--- config.mk ---
export PLATFORM = sky130hd
export DESIGN_NAME = addressed_crc8_frame_receiver
export DESIGN_NICKNAME = d
export VERILOG_FILES = /design/src/acfr_pkg.sv /design/src/addressed_crc8_frame_receiver.sv /design/src/acfr_ctrl.sv /design/src/acfr_datapath.sv
export VERILOG_INCLUDE_DIRS = /design/src /design/src/src
export SDC_FILE = /design/constraint.sdc
export NUM_CORES = 1
export LEC_CHECK = 0
export CAP_MARGIN = 40
export CORE_ASPECT_RATIO = 1.4
export CORE_MARGIN = 4
export CORE_UTILIZATION = 57
export CTS_BUF_LIST = sky130_fd_sc_hd__clkbuf_8 sky130_fd_sc_hd__clkbuf_16
export DETAILED_ROUTE_END_ITERATION = 8
export DONT_BUFFER_PORTS = 1
export PLACE_DENSITY = 0.78
export SYNTH_ARGS = -nofsm -noshare
export SYNTH_HDL_FRONTEND = slang
export SYNTH_SLANG_ARGS = --single-unit
--- constraint.sdc ---
create_clock -name clk -period 1.9 [get_ports clk]
set_clock_uncertainty 0.15 [all_clocks]
set_input_delay 0.095 -clock clk [delete_from_list [all_inputs] [get_ports clk]]
set_output_delay 0.095 -clock clk [all_outputs]
set_load 0.005 [all_outputs]
--- src/addressed_crc8_frame_receiver_assert.svh ---
// assertion macros shared by the frame receiver modules
`ifndef ADDRESSED_CRC8_FRAME_RECEIVER_ASSERT_SVH
`define ADDRESSED_CRC8_FRAME_RECEIVER_ASSERT_SVH

// same-cycle implication, checked on every rising clock edge outside reset
`define ACFR_ASSERT_NOW(label, ante, cons, msg) \
  label: assert property (@(posedge clk) disable iff (rst) (ante) |-> (cons)) \
    else $error(msg);

// next-cycle implication, checked on every rising clock edge outside reset
`define ACFR_ASSERT_NEXT(label, ante, cons, msg) \
  label: assert property (@(posedge clk) disable iff (rst) (ante) |=> (cons)) \
    else $error(msg);

`endif

--- src/acfr_pkg.sv ---
`default_nettype none

package acfr_pkg;

  // frame geometry
  localparam int FRAME_LEN = 24;
  localparam int CNT_W     = $clog2(FRAME_LEN);
  localparam int IDX_W     = 5;
  localparam logic [CNT_W-1:0] LAST_POS = CNT_W'(FRAME_LEN - 1);

  // crc-8, polynomial x^8 + x^2 + x + 1, no reflection
  localparam logic [7:0] CRC_POLY = 8'h07;

  // controller to datapath commands
  typedef struct packed {
    logic store;    // write the input byte at the fill position
    logic finish;   // clear fill count and crc after the final byte
    logic rd_en;    // read the frame store at the replay index
    logic rd_next;  // step the replay index, wrapping after the last byte
  } acfr_cmd_t;

  // datapath to controller status
  typedef struct packed {
    logic fill_zero;   // no frame open
    logic addr_match;  // input byte equals the device address
    logic at_last;     // next stored byte is the crc byte
    logic crc_ok;      // input byte equals the running crc
    logic rd_last;     // replay index is on the crc byte
  } acfr_status_t;

  // one byte of the crc, msb first
  function automatic logic [7:0] crc8_update(input logic [7:0] crc, input logic [7:0] b);
    logic [7:0] c;
    c = crc ^ b;
    for (int i = 0; i < 8; i++) begin
      if (c[7]) begin
        c = {c[6:0], 1'b0} ^ CRC_POLY;
      end else begin
        c = {c[6:0], 1'b0};
      end
    end
    return c;
  endfunction

endpackage

`default_nettype wire

--- src/addressed_crc8_frame_receiver.sv ---
// channel  | direction | signals                        | content
// s_axis   | in        | tvalid tready tdata[7:0]       | received byte
// m_axis   | out       | tvalid tready tdata[15:0] tlast| byte of a frame that passed crc
// cfg      | in        | valid ready data[7:0]          | device address
//
// one received byte is taken per cycle while no replay is running
// a good frame is replayed byte by byte through a read state, which registers the
// frame store read, and a show state; input is held off during the replay
// output stalls hold the replay; the cfg port is always ready
// rst is synchronous: address returns to 1 and the block waits for an address byte
`default_nettype none

module addressed_crc8_frame_receiver (
  input  wire logic        clk,
  input  wire logic        rst,
  input  wire logic        s_axis_tvalid,
  output logic             s_axis_tready,
  input  wire logic [7:0]  s_axis_tdata,   // [7:0] rx_byte
  output logic             m_axis_tvalid,
  input  wire logic        m_axis_tready,
  output logic [15:0]      m_axis_tdata,   // [7:0] frame_byte, [12:8] byte_index
  output logic             m_axis_tlast,
  input  wire logic        cfg_valid,
  output logic             cfg_ready,
  input  wire logic [7:0]  cfg_data
);

  acfr_pkg::acfr_cmd_t    cmd;
  acfr_pkg::acfr_status_t st;
  logic [7:0]                 frame_byte;
  logic [acfr_pkg::IDX_W-1:0] byte_index;

  // controller
  acfr_ctrl u_ctrl (
    .clk       (clk),
    .rst       (rst),
    .in_valid  (s_axis_tvalid),
    .in_ready  (s_axis_tready),
    .out_valid (m_axis_tvalid),
    .out_ready (m_axis_tready),
    .st        (st),
    .cmd       (cmd)
  );

  // datapath
  acfr_datapath u_datapath (
    .clk        (clk),
    .rst        (rst),
    .cfg_we     (cfg_valid & cfg_ready),
    .cfg_data   (cfg_data),
    .rx_byte    (s_axis_tdata),
    .cmd        (cmd),
    .st         (st),
    .frame_byte (frame_byte),
    .byte_index (byte_index),
    .last       (m_axis_tlast)
  );

  // output packing, pad bits zero
  assign m_axis_tdata = {3'b000, byte_index, frame_byte};
  assign cfg_ready    = 1'b1;

endmodule

`default_nettype wire

--- src/acfr_ctrl.sv ---
`default_nettype none

`include "addressed_crc8_frame_receiver_assert.svh"

module acfr_ctrl (
  input  wire logic                 clk,
  input  wire logic                 rst,
  input  wire logic                 in_valid,
  output logic                      in_ready,
  output logic                      out_valid,
  input  wire logic                 out_ready,
  input  wire acfr_pkg::acfr_status_t st,
  output acfr_pkg::acfr_cmd_t       cmd
);

  localparam logic [1:0] S_RECV = 2'd0;
  localparam logic [1:0] S_READ = 2'd1;
  localparam logic [1:0] S_SHOW = 2'd2;

  logic [1:0] state;
  logic [1:0] state_next;

  // state register
  always_ff @(posedge clk) begin
    if (rst) begin
      state <= S_RECV;
    end else begin
      state <= state_next;
    end
  end

  // next state and commands
  always_comb begin
    state_next = state;
    cmd        = '0;
    case (state)
      S_RECV: begin
        if (in_valid && (!st.fill_zero || st.addr_match)) begin
          cmd.store = 1'b1;
          if (st.at_last) begin
            cmd.finish = 1'b1;
            if (st.crc_ok) begin
              state_next = S_READ;
            end
          end
        end
      end
      S_READ: begin
        cmd.rd_en  = 1'b1;
        state_next = S_SHOW;
      end
      S_SHOW: begin
        if (out_ready) begin
          cmd.rd_next = 1'b1;
          state_next  = st.rd_last ? S_RECV : S_READ;
        end
      end
      default: begin
        state_next = S_RECV;
      end
    endcase
  end

  // handshake outputs
  assign in_ready  = (state == S_RECV);
  assign out_valid = (state == S_SHOW);

  // checks
  `ACFR_ASSERT_NOW(a_no_overlap, out_valid, !in_ready, "input taken during replay")
  `ACFR_ASSERT_NEXT(a_good_frame_replays, in_valid && in_ready && st.at_last && st.crc_ok, state == S_READ, "good frame not replayed")
  `ACFR_ASSERT_NEXT(a_replay_ends, out_valid && out_ready && st.rd_last, in_ready, "no return to receive after replay")

endmodule

`default_nettype wire

--- src/acfr_datapath.sv ---
`default_nettype none

`include "addressed_crc8_frame_receiver_assert.svh"

module acfr_datapath (
  input  wire logic                   clk,
  input  wire logic                   rst,
  input  wire logic                   cfg_we,
  input  wire logic [7:0]             cfg_data,
  input  wire logic [7:0]             rx_byte,
  input  wire acfr_pkg::acfr_cmd_t    cmd,
  output acfr_pkg::acfr_status_t      st,
  output logic [7:0]                  frame_byte,
  output logic [acfr_pkg::IDX_W-1:0]  byte_index,
  output logic                        last
);

  logic [7:0]                 device_address;
  logic [acfr_pkg::CNT_W-1:0] fill_count;
  logic [7:0]                 running_crc;
  logic [acfr_pkg::CNT_W-1:0] rd_idx;
  logic [7:0]                 rd_q;
  logic [7:0]                 frame_store [acfr_pkg::FRAME_LEN];
  logic [acfr_pkg::CNT_W+acfr_pkg::IDX_W-1:0] idx_ext;

  // device address register
  always_ff @(posedge clk) begin
    if (rst) begin
      device_address <= 8'd1;
    end else if (cfg_we) begin
      device_address <= cfg_data;
    end
  end

  // fill count and running crc
  always_ff @(posedge clk) begin
    if (rst) begin
      fill_count  <= '0;
      running_crc <= '0;
    end else if (cmd.store) begin
      if (cmd.finish) begin
        fill_count  <= '0;
        running_crc <= '0;
      end else begin
        fill_count  <= fill_count + 1'b1;
        running_crc <= acfr_pkg::crc8_update(running_crc, rx_byte);
      end
    end
  end

  // replay index
  always_ff @(posedge clk) begin
    if (rst) begin
      rd_idx <= '0;
    end else if (cmd.rd_next) begin
      rd_idx <= st.rd_last ? '0 : rd_idx + 1'b1;
    end
  end

  // frame store write port
  always_ff @(posedge clk) begin
    if (cmd.store) begin
      frame_store[fill_count] <= rx_byte;
    end
  end

  // frame store registered read port
  always_ff @(posedge clk) begin
    if (cmd.rd_en) begin
      rd_q <= frame_store[rd_idx];
    end
  end

  // status to the controller
  assign st.fill_zero  = (fill_count == '0);
  assign st.addr_match = (rx_byte == device_address);
  assign st.at_last    = (fill_count == acfr_pkg::LAST_POS);
  assign st.crc_ok     = (rx_byte == running_crc);
  assign st.rd_last    = (rd_idx == acfr_pkg::LAST_POS);

  // result fields, index cut to the field width
  assign idx_ext    = {{acfr_pkg::IDX_W{1'b0}}, rd_idx};
  assign frame_byte = rd_q;
  assign byte_index = idx_ext[acfr_pkg::IDX_W-1:0];
  assign last       = st.rd_last;

  // checks
  `ACFR_ASSERT_NOW(a_idle_crc_clear, fill_count == '0, running_crc == 8'd0, "crc not clear while idle")

endmodule

`default_nettype wire
==> report_table.html <==
<table>
<tr><th>Metric</th><th>Value</th></tr>
<tr><th colspan="2">Outcome</th></tr>
<tr><td>Result of the run</td><td>finished, violations left</td></tr>
<tr><td>Violated checks</td><td>hold timing, setup timing</td></tr>
<tr><th colspan="2">Place</th></tr>
<tr><td>Cell count after placement</td><td>766</td></tr>
<tr><td>Post-DP HPWL</td><td>12.92 mm</td></tr>
<tr><td>Port buffer count</td><td>0</td></tr>
<tr><td>Global placement routability congestion</td><td>0.8143</td></tr>
<tr><td>Post-place instance area</td><td>10260 um2</td></tr>
<tr><th colspan="2">GRT</th></tr>
<tr><td>First-pass GRT wire length</td><td>34.98 mm</td></tr>
<tr><td>Maximum number of pins on one net before global-route repair</td><td>30</td></tr>
<tr><td>Total Routing Usage GR</td><td>0.2526</td></tr>
<tr><td>GRT overflow</td><td>0</td></tr>
<tr><td>Antenna violations before repair</td><td>1</td></tr>
<tr><td>Vias in the first global route</td><td>5729</td></tr>
<tr><th colspan="2">Setup path</th></tr>
<tr><td>Endpoint arrival time on the critical path</td><td>2.19 ns</td></tr>
<tr><td>Largest stage delay, worst path</td><td>0.54 ns</td></tr>
<tr><td>Library cell contributing the largest single delay on the critical path</td><td>sky130_fd_sc_hd__mux4_2</td></tr>
<tr><td>Critical path capture point type</td><td>register</td></tr>
<tr><td>Element type at the critical path start</td><td>register</td></tr>
<tr><td>CP cell instances</td><td>buf_4 &gt; bufbuf_16 &gt; mux4_2 &gt; o22ai_2 &gt; nor2_1</td></tr>
<tr><td>Start-to-end type of the worst setup path</td><td>reg -&gt; reg</td></tr>
<tr><td>Required time at the endpoint of the critical path</td><td>2.01 ns</td></tr>
<tr><td>CP Max Fanout</td><td>11</td></tr>
<tr><th colspan="2">Timing</th></tr>
<tr><td>Max-Slew Margin vs Limit</td><td>0.3218</td></tr>
<tr><td>Number of hold violations in the final report</td><td>29</td></tr>
<tr><td>Setup ws final</td><td>-0.1848 ns</td></tr>
<tr><td>Maximum clock rate</td><td>479.7 MHz</td></tr>
<tr><td>Total negative slack</td><td>-2.936 ns</td></tr>
<tr><td>Tightest hold margin</td><td>-0.4688 ns</td></tr>
<tr><td>Setup repair after global routing missed its margin</td><td>yes</td></tr>
<tr><td>Final setup violating endpoints</td><td>54</td></tr>
<tr><td>Post-layout minimum cycle time</td><td>2.085 ns</td></tr>
<tr><td>Max Slew Vio Count</td><td>0</td></tr>
<tr><td>Share of the clock period used by the worst path</td><td>1.097</td></tr>
<tr><td>Worst-margin pin slew</td><td>1.014 ns</td></tr>
<tr><th colspan="2">Synthesis</th></tr>
<tr><td>Synth top area share</td><td>0.6349</td></tr>
<tr><td>Primary FF master, synth</td><td>sky130_fd_sc_hd__edfxtp_1</td></tr>
<tr><td>Synth warnings</td><td>0</td></tr>
<tr><td>Instance count of the mapped netlist</td><td>528</td></tr>
<tr><td>Count of flip-flops with a built-in enable after synthesis</td><td>200</td></tr>
<tr><td>Avg Synthesized Cell Area</td><td>17.91 um2</td></tr>
<tr><td>Distinct cell type count of the synthesized netlist</td><td>51</td></tr>
<tr><td>Cell types with the largest area share after synthesis</td><td>sky130_fd_sc_hd__edfxtp_1 63%, sky130_fd_sc_hd__mux4_2 6.9%, sky130_fd_sc_hd__dfxtp_1 5.9%</td></tr>
<tr><td>Cell type with the largest total area after synthesis</td><td>sky130_fd_sc_hd__edfxtp_1</td></tr>
<tr><td>Synthesis-stage register bit count</td><td>228</td></tr>
<tr><td>Share of async-settable or async-resettable flops after synthesis</td><td>0</td></tr>
<tr><td>Seq/Total Area, Yosys</td><td>0.6942</td></tr>
<tr><td>Netlist area before placement</td><td>9459 um2</td></tr>
<tr><th colspan="2">Routing</th></tr>
<tr><td>Routed wire per std cell</td><td>28.31 um</td></tr>
<tr><td>Length of routed met2 wiring</td><td>13.00 mm</td></tr>
<tr><td>Residual DRC</td><td>0</td></tr>
<tr><td>Count of antenna-violating nets left after detailed routing</td><td>0</td></tr>
<tr><td>Uppermost metal layer occupied by signal nets</td><td>met4</td></tr>
<tr><td>Violation count after the first detailed-route iteration</td><td>513</td></tr>
<tr><td>Post-DR vias/cell</td><td>6.530</td></tr>
<tr><td>Via count</td><td>5596</td></tr>
<tr><td>Overall routed net length</td><td>24.26 mm</td></tr>
<tr><td>Number of iterations in the first detailed-routing pass</td><td>5</td></tr>
<tr><td>DRT met1 WL</td><td>8.141 mm</td></tr>
<tr><td>Wire length on met3</td><td>2.014 mm</td></tr>
<tr><th colspan="2">Die</th></tr>
<tr><td>Number of rows in the core area</td><td>55</td></tr>
<tr><td>Area of the core</td><td>16240 um2</td></tr>
<tr><td>DIE HEIGHT</td><td>160.4 um</td></tr>
<tr><td>Starting density of the core</td><td>0.5824</td></tr>
<tr><td>Top-level port count</td><td>41</td></tr>
<tr><td>DIE AREA</td><td>18750 um2</td></tr>
<tr><td>Die X-Extent</td><td>116.9 um</td></tr>
<tr><th colspan="2">Cells and area</th></tr>
<tr><td>Post-layout instance area</td><td>11780 um2</td></tr>
<tr><td>Final nets</td><td>671</td></tr>
<tr><td>Fraction of final layout cells sized beyond drive strength 1</td><td>0.3826</td></tr>
<tr><td>Most common cell after layout, fill and taps aside</td><td>sky130_fd_sc_hd__edfxtp_1</td></tr>
<tr><td>Commonest non-fill, non-tap cells in the layout</td><td>200 x sky130_fd_sc_hd__edfxtp_1, 55 x sky130_fd_sc_hd__buf_4, 48 x sky130_fd_sc_hd__mux4_2</td></tr>
<tr><td>Filler instances</td><td>892</td></tr>
<tr><td>Area growth, synth to finish</td><td>24.56%</td></tr>
<tr><td>Final design utilization</td><td>0.7255</td></tr>
<tr><td>Post-route non-filler standard cell count</td><td>857</td></tr>
<tr><th colspan="2">Clock tree</th></tr>
<tr><td>TritonCTS Buffers</td><td>21</td></tr>
<tr><td>CTS max path bufs</td><td>3</td></tr>
<tr><td>Clk sink count</td><td>228</td></tr>
<tr><td>Clock transition at the registers of the reported paths</td><td>0.06 ns</td></tr>
<tr><td>CTS tree</td><td>built</td></tr>
<tr><td>CTS H-tree lvls</td><td>1</td></tr>
<tr><td>Cell chosen for the clock root</td><td>sky130_fd_sc_hd__clkbuf_16</td></tr>
<tr><td>Clock latency of the later-clocked register in the worst-skew pair</td><td>0.51 ns</td></tr>
<tr><th colspan="2">Run</th></tr>
<tr><td>Total of max-cap violations</td><td>0</td></tr>
<tr><th colspan="2">Power and ir drop</th></tr>
<tr><td>Pleak</td><td>3.974 nW</td></tr>
<tr><td>Largest voltage drop on the vdd net</td><td>0.0006961 V</td></tr>
<tr><td>Power density over the cells</td><td>829.6 nW/um2</td></tr>
<tr><th colspan="2">Min path</th></tr>
<tr><td>Hold WC Path Type</td><td>in -&gt; reg</td></tr>
</table>
stage by stage:
step	setup slack (ns)	total power, mW
2_1_floorplan	-0.1081	5.699
3_5_place_dp	-0.2426	5.729
6_report	-0.1848	9.774
5_1_grt	-0.2464	10.06
4_1_cts	-0.1681	9.743
3_3_place_gp	-0.2300	5.723
sequential cells by signal, indices dropped and copies added, names as in the netlist:
signal	count
u_datapath.fill_count	5
u_datapath.frame_byte	8
u_datapath.byte_index	5
u_datapath.frame_store	192
u_datapath.running_crc	8
u_datapath.device_address	8
u_ctrl.state	2
routing by layer:
layer  up-vias  track usage
li1       2324            -
met1      2817       0.3323
met2       370       0.4322
met3        85      0.03468
met4         0      0.08451
met5         -            0
worst paths after layout:
check	from	end	slack, ns	depth (start not counted)
max	u_datapath.byte_index[0]	u_datapath.frame_byte[0]	-0.18	5
min	s_axis_tdata[5]	u_datapath.frame_store[19][5]	-0.47	0
max reg2reg	u_datapath.byte_index[0]	u_datapath.frame_byte[0]	-0.18	5
min reg2reg	u_datapath.running_crc[5]	u_datapath.running_crc[5]	0.35	2
cells in the mapped netlist, drive strengths merged, types with 2 or more instances:
| cell | count |
|---|---|
| edfxtp | 200 |
| mux4 | 48 |
| nor2 | 31 |
| dfxtp | 28 |
| xnor2 | 22 |
| buf | 20 |
| mux2 | 16 |
| o22ai | 16 |
| and3 | 15 |
| a21oi | 13 |
| clkbuf | 11 |
| nand2 | 11 |
| nand4 | 11 |
| o21ai | 10 |
| and2 | 8 |
| ha | 8 |
| mux2i | 8 |
| inv | 7 |
| xor2 | 7 |
| nor3 | 5 |
| nand3 | 4 |
| nor3b | 3 |
| a311oi | 2 |
| conb | 2 |
| nor2b | 2 |
| or4 | 2 |
area by class of cell:
cell class              instances  area [um2]  area share
flip-flops and latches        228        6581      0.5586
clock inverters                16       115.1    0.009769
repair buffers                120        1360      0.1154
diodes                          2       5.005   0.0004248
well taps                     199       249.0     0.02113
multi-input cells             264        2920      0.2478
inverters                       7       26.28    0.002230
clock buffers                  21       525.5     0.04460
worst max-delay path: cells and delay by family (launching register included):
family / cells / cell delay (ns)
buffers and inverters: 2 / 0.47
flip-flops: 1 / 0.44
AO/OA/AOI/OAI: 1 / 0.18
multiplexers: 1 / 0.54
AND/OR/NAND/NOR: 1 / 0.07
power by group:
part / total [mW] / internal, mW / switching [mW]
registers: 5.46 / 5.44 / 0.0111
logic: 0.339 / 0.162 / 0.177
clock network: 3.98 / 2.17 / 1.81
total: 9.77 / 7.78 / 2.00
kinds of logic after synthesis:
logic type,after synthesis,share of synthesized area
xor gates and xnor gates,30,0.03161
buffers and inverters,39,0.02540
other,2,0.0007939
adders and majority gates,8,0.01058
muxes,72,0.1493
AOI/OAI and AO/OA,50,0.03320
DFF,228,0.6942
and+or+nand+nor,99,0.05490
timing repair:
item | in CTS | in global routing
hold buffers | 26 | 4
gates cloned | 2 | 1
resized for setup | 30 | 51
pin swaps | 10 | 16
endpoints found under the hold margin | 220 | 99
setup buffers | 9 | 7
endpoints found under the setup margin | 166 | 214
Note: power is estimated with default switching activity, not from simulation.
